<file path="src/rtl/hbb_pkg.sv">
// ----------------------------------------------------------------------------
// hbb_pkg
// Shared widths, constants and types of the projective bounding box pipeline.
// ----------------------------------------------------------------------------
package hbb_pkg;

   // largest accepted source dimension
   localparam int MAX_DIM   = 8192;
   localparam int DIM_IN_W  = 14;
   localparam int COEF_W    = 48;
   // width of a corner coordinate (dimension minus one)
   localparam int CRD_W     = $clog2(MAX_DIM);
   localparam int PROD_W    = COEF_W + CRD_W + 1;
   localparam int SUM_W     = PROD_W + 2;
   // rounding divider operands: 2|n|+|d| and 2|d|
   localparam int NUM_W     = SUM_W + 2;
   localparam int DEN_W     = SUM_W + 1;
   localparam int QBITS     = 22;
   localparam int CMP_W     = NUM_W + QBITS;
   localparam int PIX_W     = 22;
   localparam int COORD_LIM = 1048576;
   // divider depth in stages: prepare, range check, one stage per quotient bit, finish
   localparam int DIV_LAT   = QBITS + 3;
   localparam int SIZE_W    = 16;
   localparam int SZ_W      = PIX_W + 1;
   localparam int FRAC_W    = 32;
   localparam int SHF_W     = PIX_W + FRAC_W + 2;
   localparam int NCOEF     = 9;
   localparam int NCORNER   = 4;

   // coefficient slots in input order
   localparam int C_XX = 0;
   localparam int C_XY = 1;
   localparam int C_XC = 2;
   localparam int C_YX = 3;
   localparam int C_YY = 4;
   localparam int C_YC = 5;
   localparam int C_WX = 6;
   localparam int C_WY = 7;
   localparam int C_WC = 8;

   typedef logic signed [COEF_W-1:0] coef_type;
   typedef logic signed [SUM_W-1:0]  sum_type;
   typedef logic signed [PIX_W-1:0]  pix_type;

   // mapped homogeneous corner
   typedef struct packed {
      sum_type nx;
      sum_type ny;
      sum_type nw;
   } corner_type;

   // sign and range flags that travel through the divider
   typedef struct packed {
      logic nneg;
      logic qneg;
      logic dzero;
      logic ovf;
   } div_ctl_type;

endpackage

</file>
<file path="src/rtl/hbb_box.sv">
// ----------------------------------------------------------------------------
// hbb_box
// Takes minimum and maximum over the four projected corners, then forms the
// saturated box size and the shifted translation terms. Two stages.
// ----------------------------------------------------------------------------
module hbb_box import hbb_pkg::*; (
   input  logic              clock,
   input  logic              reset,
   input  logic              en,
   input  logic              in_valid,
   input  pix_type           px [NCORNER],
   input  pix_type           py [NCORNER],
   input  coef_type          xc,
   input  coef_type          yc,
   input  logic              fault_in,
   output logic              out_valid,
   output logic [SIZE_W-1:0] out_width,
   output logic [SIZE_W-1:0] out_height,
   output coef_type          new_xcoef_c,
   output coef_type          new_ycoef_c,
   output logic              fault
);

   logic     va_ff, vb_ff;
   pix_type  minx_ff, maxx_ff, miny_ff, maxy_ff;
   pix_type  minx_in, maxx_in, miny_in, maxy_in;
   coef_type xca_ff, yca_ff;
   logic     flta_ff;

   logic [SIZE_W-1:0] w_ff, h_ff, w_in, h_in;
   coef_type          nxc_ff, nyc_ff, nxc_in, nyc_in;
   logic              fltb_ff, fltb_in;

   function automatic pix_type pmin(input pix_type a, input pix_type b);
      return (a < b) ? a : b;
   endfunction

   function automatic pix_type pmax(input pix_type a, input pix_type b);
      return (a > b) ? a : b;
   endfunction

   // reduce the four corners
   always_comb begin
      minx_in = pmin(pmin(px[0], px[1]), pmin(px[2], px[3]));
      maxx_in = pmax(pmax(px[0], px[1]), pmax(px[2], px[3]));
      miny_in = pmin(pmin(py[0], py[1]), pmin(py[2], py[3]));
      maxy_in = pmax(pmax(py[0], py[1]), pmax(py[2], py[3]));
   end

   // saturate sizes and shifted translations
   always_comb begin
      logic signed [SZ_W-1:0]  sw, sh;
      logic signed [SHF_W-1:0] rx, ry;
      logic                    sx_sat, sy_sat, tx_sat, ty_sat;
      sw = SZ_W'(maxx_ff) - SZ_W'(minx_ff) + SZ_W'(1);
      sh = SZ_W'(maxy_ff) - SZ_W'(miny_ff) + SZ_W'(1);
      sx_sat = (sw[SZ_W-1:SIZE_W] != '0);
      sy_sat = (sh[SZ_W-1:SIZE_W] != '0);
      w_in = sx_sat ? '1 : sw[SIZE_W-1:0];
      h_in = sy_sat ? '1 : sh[SIZE_W-1:0];
      rx = SHF_W'(xca_ff) - (SHF_W'(minx_ff) <<< FRAC_W);
      ry = SHF_W'(yca_ff) - (SHF_W'(miny_ff) <<< FRAC_W);
      tx_sat = (rx[SHF_W-1:COEF_W-1] != '0) && (rx[SHF_W-1:COEF_W-1] != '1);
      ty_sat = (ry[SHF_W-1:COEF_W-1] != '0) && (ry[SHF_W-1:COEF_W-1] != '1);
      nxc_in = tx_sat ? {rx[SHF_W-1], {(COEF_W-1){~rx[SHF_W-1]}}} : rx[COEF_W-1:0];
      nyc_in = ty_sat ? {ry[SHF_W-1], {(COEF_W-1){~ry[SHF_W-1]}}} : ry[COEF_W-1:0];
      fltb_in = flta_ff | sx_sat | sy_sat | tx_sat | ty_sat;
   end

   always_ff @(posedge clock) begin
      if (reset) begin
         va_ff <= 1'b0;
         vb_ff <= 1'b0;
      end else if (en) begin
         va_ff <= in_valid;
         vb_ff <= va_ff;
      end
   end

   always_ff @(posedge clock) begin
      if (en) begin
         minx_ff <= minx_in;
         maxx_ff <= maxx_in;
         miny_ff <= miny_in;
         maxy_ff <= maxy_in;
         xca_ff  <= xc;
         yca_ff  <= yc;
         flta_ff <= fault_in;
         w_ff    <= w_in;
         h_ff    <= h_in;
         nxc_ff  <= nxc_in;
         nyc_ff  <= nyc_in;
         fltb_ff <= fltb_in;
      end
   end

   assign out_valid   = vb_ff;
   assign out_width   = w_ff;
   assign out_height  = h_ff;
   assign new_xcoef_c = nxc_ff;
   assign new_ycoef_c = nyc_ff;
   assign fault       = fltb_ff;

endmodule

</file>
<file path="config.mk">
export PLATFORM = sky130hd
export DESIGN_NAME = hbb_box
export DESIGN_NICKNAME = d
export VERILOG_FILES = /design/src/rtl/hbb_pkg.sv /design/src/rtl/hbb_box.sv
export SDC_FILE = /design/constraint.sdc
export NUM_CORES = 1
export LEC_CHECK = 0
export ABC_CLOCK_PERIOD_IN_PS = 7930
export BUFFER_PORTS_ARGS = -buffer_cell sky130_fd_sc_hd__buf_2
export CELL_PAD_IN_SITES_DETAIL_PLACEMENT = 2
export CELL_PAD_IN_SITES_GLOBAL_PLACEMENT = 2
export CORE_ASPECT_RATIO = 1.2
export CORE_UTILIZATION = 37
export DETAILED_ROUTE_END_ITERATION = 12
export PLACE_DENSITY_LB_ADDON = 0.1
export SYNTH_ARGS = -nofsm -noshare
export SYNTH_HDL_FRONTEND = slang
export SYNTH_SLANG_ARGS = --single-unit
</file>
<file path="constraint.sdc">
create_clock -name clock -period 7.93 [get_ports clock]
set_input_delay 1.1895 -clock clock [delete_from_list [all_inputs] [get_ports clock]]
set_output_delay 1.1895 -clock clock [all_outputs]
set_load 0.02 [all_outputs]
</file>
Word level (Yosys, flattened, before mapping)
Index checks and enable logic that the tools add are counted.
{"block": "word_totals", "ff_bits": 316, "latch_bits": 0, "mem_bits_rw": 0, "mem_bits_ro": 0, "inputBits": 277, "wordCells": 60, "n_memories": 0}
{"block": "classes", "n_addsub": 6, "mul": 0, "div_mod_pow": 0, "magnitude_cmp": 12, "n_eq_ne": 2, "n_shift": 0, "n_mux": 14, "bitwise": 6, "reduce_logical": 6}
{"cell": "$mux 22", "count": 12}
{"cell": "$gt 22x22->1", "count": 6}
{"cell": "$lt 22x22->1", "count": 6}
{"cell": "$sub 48x54->55", "count": 2}
{"cell": "$mux 48", "count": 2}
{"cell": "$add 23x2->23 const B", "count": 2}
{"cell": "$sub 22x22->23", "count": 2}
{"cell": "$ne 9x9->1 const B", "count": 2}
{"cell": "$reduce_bool 9->1", "count": 2}
{"cell": "$reduce_bool 7->1", "count": 2}
{"cell": "$or 1x1->1", "count": 4}
{"cell": "$logic_and 1x1->1", "count": 2}
{"cell": "$not 1->1", "count": 2}

Logic depth before layout (Yosys ltp)
Gate-level depths: netlist (run 1).
{"block": "logic_depth", "word_depth": 7, "mapped_depth": 26, "mapped_depth_nobuf": 23}

Worst setup path before layout (run 1)
Ideal clock, no wire load.
{"block": "synth_path", "path_type": "input port to flip-flop", "startpoint": "input port py[65] (netlist bit)", "endpoint": "register maxy_ff[10], data pin", "setup_ns": 0.279, "arrival_ns": 5.717, "slack_ns": 1.934, "stages": 24, "n_path_buf": 3, "cell_sequence": "inv_1 -> ha_1 -> nand4_1 -> and4bb_1 -> o31ai_1 -> o311ai_2 -> xor2_4 -> a21o_1 -> clkbuf_1 -> buf_2 -> mux2i_1 -> inv_1 -> ha_1 -> a21o_1 -> a21o_1 -> a221oi_1 -> o21a_1 -> o21a_1 -> nor2_1 -> a211oi_1 -> o2111ai_1 -> o211ai_1 -> clkbuf_1 -> mux2i_1"}
{"block": "synth_via", "elab_chain_cells": 4}
{"item": "start: declaration", "line": "hbb_box.sv:12", "text": "input pix_type py [NCORNER],"}
{"item": "$gt 22x22->1", "line": "hbb_box.sv:39", "text": "return (a > b) ? a : b;"}
{"item": "$mux 22 *", "line": "hbb_box.sv:39"}
{"item": "$gt 22x22->1", "line": "hbb_box.sv:39"}
{"item": "$mux 22 *", "line": "hbb_box.sv:39"}
{"item": "net maxy_in[10]", "line": "hbb_box.sv:26", "text": "pix_type minx_in, maxx_in, miny_in, maxy_in;"}
{"item": "end signal: assignment", "line": "hbb_box.sv:85", "text": "maxy_ff <= maxy_in;"}
{"item": "end: declaration", "line": "hbb_box.sv:25", "text": "pix_type minx_ff, maxx_ff, miny_ff, maxy_ff;"}
The timed path passes the listed nets; every way through them passes the cells marked *.
A chain may end at the register's enable or synchronous reset.

Worst setup path after layout (run 1)
{"block": "layout_path", "startpoint": "input port px[21] (netlist bit)", "endpoint": "register minx_ff[12], data pin"}
{"block": "layout_via", "elab_chain_cells": 4}
{"item": "start: declaration", "line": "hbb_box.sv:11", "text": "input pix_type px [NCORNER],"}
{"item": "$lt 22x22->1", "line": "hbb_box.sv:35", "text": "return (a < b) ? a : b;"}
{"item": "$mux 22 *", "line": "hbb_box.sv:35"}
{"item": "$lt 22x22->1", "line": "hbb_box.sv:35"}
{"item": "$mux 22 *", "line": "hbb_box.sv:35"}
{"item": "net minx_in[12]", "line": "hbb_box.sv:26"}
{"item": "end signal: assignment", "line": "hbb_box.sv:82", "text": "minx_ff <= minx_in;"}
{"item": "end: declaration", "line": "hbb_box.sv:25"}
Marked as above.

==> impl_metrics.yaml, run 1 <==
clocking:
  postCtsResizedCells: 0
  insertion_delay_ns: 0.53
  clockBufferDepth: 3
  clk_pin_slew_ns: 0.06
  post_cts.repair.setup_buffers: 0
  cts-htree-levels: 2
  clockRootBuffer: "clkbuf_16"
  numCtsBuffers: 35
  holdBufCountCts: 0
  cts_tree: "built"
  clkSinkCount: 316
setup_path:
  required_ns: 8.27
  crit_chain: "buf_2, inv_1, ha_1, nand4_1, nor4_1, o31ai_1, o311ai_1, xor2_2, buf_4, nor2_1, a21oi_1, ha_1, a21o_1, a21o_1, a21oi_1, nor2_1, a211oi_1, o21ai_0, or3_1, a21oi_2, buf_12, mux2i_1"
  critPathSlowestCell: "nor4_1"
  end_kind: "flip-flop"
  arrival_ns: 7.19
  critPathMaxFanout: 41
  start_kind: "input port"
  crit_type: "in2reg"
  slowest_delay_ns: 0.63
global_routing:
  grt_use_total_pct: 24.7
  grt.overflow.total: 0
  grt_max_degree: 184
  antenna_found_initial: 2
  grt_pass1_vias: 21151
  grt_pass1_wl_um: 123000
yosys:
  yosys.area.top_type_share_pct: 40.5
  synthMuxAreaShare_pct: 6.75
  syn_avg_cell_area_um2: 10.3
  synthAdderAreaFrac_pct: 16.7
  synth-simple-area-share_pct: 10.3
  synthArstFlopShare_pct: 0
  synth_area_mm2: 0.0233
  synth_top_cell_by_area: "edfxtp_1"
  ys.flop_type: "edfxtp_1"
  yosys.area_share.xor_xnor_pct: 2.11
  synth_nets: 2853
  synth_top_family_by_area: "compound AO/OA/AOI/OAI gates"
  synth-seq-cells: 316
  synth_compound_area_share_pct: 18.2
  yosysWarnings: 0
  synth_seq_area_share_pct: 40.7
  netlist_instances: 2268
  synth_area_leaders: "edfxtp_1, ha_1, mux2i_1"
  synth-edff-count: 314
  ys_types: 79
pwr:
  p_per_area_mw_per_mm2: 331
  leakage_uw: 0.0127
  vdd_ir_drop_max_mv: 0.127
worst_hold_path:
  hp-class: "reg2reg"
route:
  final_antenna_net_count: 0
  routed_wl_um: 80300
  vias_per_cell: 5.49
  dr.pass1.iters: 5
  drc: 0
  wire_per_inst_um: 22.9
  first_iter_violations: 719
  vias: 19257
layout:
  mostFrequentLayoutCell: "buf_2"
  mostFrequentLayoutCells: "buf_2, edfxtp_1, ha_1, inv_1, a21oi_1"
  drive_gt1_share_pct: 20.7
  final_cell_area_mm2: 0.0274
  areaGrowthSynthToFinish_pct: 17.8
  final_util_pct: 44.2
  fin_nets: 3249
  num_antenna_cells: 0
die:
  die_h_um: 277
  ios: 407
  core_mm2: 0.0621
  die_w_um: 231
  start_util_pct: 37.5
  rows: 100
  dieArea_mm2: 0.0639
timing:
  maxSlewViolCount: 0
  hold_viol: 0
  rsz0062_at_grt: "false"
  tightest_slew_ns: 1.13
  final.setup_skew_ns: 0.00926
  setup_viol: 0
  max_freq_ghz: 0.146
  fin_tns_setup_ns: 0
  min_period_over_period_pct: 86.5
  fin_crit_ns: 6.86
  slew_headroom_pct: 24.4
place:
  gp_congestion: 0.930
  post-dp-hpwl_um: 65800
  io_buffers: 406
  dpl-instance-area_mm2: 0.0263
outcome:
  status: "finished clean"
run:
  maxCapViolations: 0
## metrics by stage
stage / cells / power, µW / hold WS, ns / setup slack (ns)
2_1_floorplan: 2268 / 5880 / 0.460 / 1.93
3_3_place_gp: 3443 / 7180 / 0.473 / 0.616
3_5_place_dp: 3443 / 7470 / 0.511 / 0.498
4_1_cts: 3507 / 9180 / 0.527 / 1.05
5_1_grt: 3507 / 9700 / 0.537 / 0.882
6_report: 3507 / 9080 / 0.525 / 1.07
## layer usage
metal | part of all wire [%] | track usage, % | vias up
met5 | 0.016 | 0 | -
met1 | 45 | 32.3 | 9579
met2 | 49 | 43.0 | 383
met3 | 3.4 | 2.61 | 94
li1 | - | - | 9199
met4 | 2.6 | 6.91 | 2
## power by group
group	switching (µW)	internal, µW
logic	3020	1900
clock network	699	929
registers	145	2380
total	3870	5210
## cell families (layout without fill, tap and decap cells)
| kind of cell | count (synthesis) | in the layout |
|---|---|---|
| AO/OA/AOI/OAI | 636 | 636 |
| XOR/XNOR | 53 | 53 |
| adder cells (fa/ha/maj) | 308 | 308 |
| buffers and inverters | 313 | 736 |
| flip-flops | 316 | 316 |
| multiplexers | 153 | 153 |
| AND/OR/NAND/NOR | 489 | 489 |
## flip-flops by register name, summed over array words and instances (netlist names), 16 cells and up
signal       cells
maxx_ff         22
yca_ff          48
out_height      16
miny_ff         22
xca_ff          48
new_ycoef_c     48
minx_ff         22
maxy_ff         22
out_width       16
new_xcoef_c     48
## synth_stat cells, types with 5 or more instances
cell	number
nand2_1	93
ha_1	304
a221oi_2	12
o21ai_0	73
a22o_1	13
nor2_1	184
o21bai_1	9
o21a_1	16
mux2_2	31
a21oi_1	231
nor3_1	17
nand4_1	46
nor2b_1	15
or3_1	7
clkbuf_1	47
edfxtp_1	314
and4_1	7
o31ai_1	7
o211ai_1	12
nor4_1	7
inv_1	243
a21boi_0	7
nand2b_1	36
a21o_1	154
a211oi_1	23
nand3_1	29
and3_1	9
a2111oi_0	6
mux2i_1	122
xor2_1	20
buf_2	18
a211o_1	5
xnor2_1	31
a221oi_1	17
or2_2	8
o22ai_1	6
nand3b_1	8
## critical path, delay by kind of cell
kind | cells | cell delay, ns
compound gates | 9 | 2.43
xor+xnor | 1 | 0.29
fa+ha+maj | 2 | 0.67
buf+inv | 4 | 0.85
mux | 1 | 0.30
simple gates | 5 | 1.41
## layout make-up
| type | count | area [µm²] |
|---|---|---|
| fillers | 6671 | 34700 |
| multi-input cells | 1639 | 12600 |
| flip-flops and latches | 316 | 9470 |
| repair buffers | 429 | 2240 |
| well taps | 816 | 1020 |
| clock buffers | 44 | 951 |
| inverters | 243 | 912 |
| clock inverters | 20 | 186 |
## final timing paths
check	from	to	slack (ns)	cells after the start
worst max-delay path	px[21]	minx_ff[12]$_DFFE_PP_	1.07	22
worst min-delay path	yca_ff[27]$_DFFE_PP_	new_ycoef_c[27]$_DFFE_PP_	0.53	1
worst max register to register	minx_ff[0]$_DFFE_PP_	new_xcoef_c[32]$_DFFE_PP_	3.15	12
worst min register to register	yca_ff[27]$_DFFE_PP_	new_ycoef_c[27]$_DFFE_PP_	0.53	1
Note: power is estimated with default switching activity, not from simulation.
==> run 2: changes to the inputs <==
--- a/config.mk
+++ b/config.mk
@@ -13,6 +13,7 @@
 export CORE_UTILIZATION = 37
 export DETAILED_ROUTE_END_ITERATION = 12
 export PLACE_DENSITY_LB_ADDON = 0.1
+export RECOVER_POWER = 50
 export SYNTH_ARGS = -nofsm -noshare
 export SYNTH_HDL_FRONTEND = slang
 export SYNTH_SLANG_ARGS = --single-unit
==> run 2 against run 1 <==
Compared with the run above: the flow now finishes with violations (max-capacitance violations, max-slew violations); worst hold slack improved by 0.0018 ns; critical path type unchanged; sequential power about the same; clock power about the same; sequential share of layout area increased by 0.22 points; wire length increased by 0.13%; power decreased by 0.42%; clock skew about the same.
==> impl_metrics.yaml, run 2 (same netlist as run 1, synthesis figures left out) <==
setup_path:
  start_kind: "input port"
  crit_type: "in2reg"
  reg2reg_slack_ns: 3.14
  reg2reg_to: "new_xcoef_c[32]$_DFFE_PP_"
  setup.worst_path.start: "px[21]"
  r2r-start: "minx_ff[0]$_DFFE_PP_"
  crit_path_end: "minx_ff[12]$_DFFE_PP_"
  critPathSlowestCell: "nor4_1"
  critPathMaxFanout: 41
  crit_chain: "buf_2, inv_1, ha_1, nand4_1, nor4_1, o31ai_1, o311ai_1, xor2_2, buf_4, nor2_1, a21oi_1, ha_1, a21o_1, a21o_1, a21oi_1, nor2_1, a211oi_1, o21ai_0, or3_1, a21oi_2, buf_12, mux2i_1"
  end_kind: "flip-flop"
  required_ns: 8.27
  slowest_delay_ns: 0.62
  reg2reg_depth: 12
  arrival_ns: 7.12
clocking:
  cts-htree-levels: 2
  clockRootBuffer: "clkbuf_16"
  clk_pin_slew_ns: 0.06
  numCtsBuffers: 35
  cts_tree: "built"
  holdBufCountCts: 0
  clkSinkCount: 316
  clockBufferDepth: 3
  post_cts.repair.setup_buffers: 0
  insertion_delay_ns: 0.53
  postCtsResizedCells: 0
worst_hold_path:
  min-delay-start: "yca_ff[27]$_DFFE_PP_"
  hp-class: "reg2reg"
run:
  maxCapViolations: 1
route:
  vias: 19243
  routed_wl_um: 80400
  vias_per_cell: 5.49
  dr.pass1.iters: 5
  first_iter_violations: 738
  wire_per_inst_um: 22.9
  drc: 0
  final_antenna_net_count: 0
place:
  dp_worst_setup_slack_ns: 0.498
  post-dp-hpwl_um: 65800
  io_buffers: 406
  gp_congestion: 0.930
layout:
  mostFrequentLayoutCell: "edfxtp_1"
  fin_nets: 3249
  multiInputGateArea_mm2: 0.0126
  fillers: 6690
  num_antenna_cells: 0
  mostFrequentLayoutCells: "edfxtp_1, ha_1, buf_2, inv_1, a21oi_1"
  seq_area_mm2: 0.00947
  drive_gt1_share_pct: 15.6
  areaGrowthSynthToFinish_pct: 17.1
global_routing:
  antenna_found_initial: 2
  grt_pass1_vias: 21151
  grt.overflow.total: 0
  grt_use_total_pct: 24.7
  grt_max_degree: 184
  grt_pass1_wl_um: 123000
timing:
  maxSlewViolCount: 135
  tightest_slew_ns: 6.16
  max_freq_ghz: 0.147
  final.setup_skew_ns: 0.00910
  rsz0062_at_grt: "false"
  slew_headroom_pct: -311
  fin_crit_ns: 6.78
  timing.hold.ws_ns: 0.527
  hold_viol: 0
  setup_ws_ns: 1.15
  fin_tns_setup_ns: 0
  min_period_over_period_pct: 85.5
  setup_viol: 0
die:
  core_mm2: 0.0621
  start_util_pct: 37.5
  ios: 407
  dieArea_mm2: 0.0639
  die_w_um: 231
  die_h_um: 277
  rows: 100
pwr:
  vdd_ir_drop_max_mv: 0.127
  leakage_uw: 0.0124
  p_per_area_mw_per_mm2: 332
outcome:
  violations: "max-capacitance violations, max-slew violations"
  status: "finished with violations"
==> run 2: through the flow <==
stage	area [µm²]	std cells	total power, µW	utilization [%]
after floorplan	23300	2268	5880	-
final	27200	3507	9040	43.9
after CTS	27400	3507	9180	44.2
after detailed placement	26300	3443	7470	42.3
after global routing	27200	3507	9660	43.9
after global placement	26300	3443	7180	42.3
==> run 2: final cells by class <==
class	count	area share, %
multi-input cells	1639	46.4
flip-flops and latches	316	34.8
repair buffers	429	7.59
well taps	816	3.75
clock buffers	44	3.49
inverters	243	3.35
clock inverters	20	0.685
==> run 2: power breakdown <==
group	internal (µW)	total (µW)	switching [µW]
Sequential	2390	2540	151
Combinational	1850	4870	3020
Clock	929	1630	698
Total	5160	9040	3870
==> run 2: metal layers <==
| metal | global-route usage [%] | share of wire (%) | vias up |
|---|---|---|---|
| met3 | 2.61 | 3.7 | 95 |
| met5 | 0 | 0.016 | - |
| met1 | 32.3 | 45 | 9551 |
| met4 | 6.91 | 2.6 | 2 |
| li1 | - | - | 9200 |
| met2 | 43.0 | 48 | 395 |
==> run 2: worst min-delay path by stage <==
stage | end | cells past startpoint
2_1_floorplan | va_ff$_SDFFE_PP0P_ | 2
3_3_place_gp | va_ff$_SDFFE_PP0P_ | 2
3_5_place_dp | new_ycoef_c[4]$_DFFE_PP_ | 1
4_1_cts | new_xcoef_c[31]$_DFFE_PP_ | 1
5_1_grt | new_ycoef_c[10]$_DFFE_PP_ | 1
6_report | new_ycoef_c[27]$_DFFE_PP_ | 1
==> run 2: worst max-delay path: cells and delay by family <==
family	cells	cell delay [ns]
AOI/OAI and AO/OA	9	2.39
buffers and inverters	4	0.85
muxes	1	0.28
and+or+nand+nor	5	1.40
adders and majority gates	2	0.67
xor gates and xnor gates	1	0.29
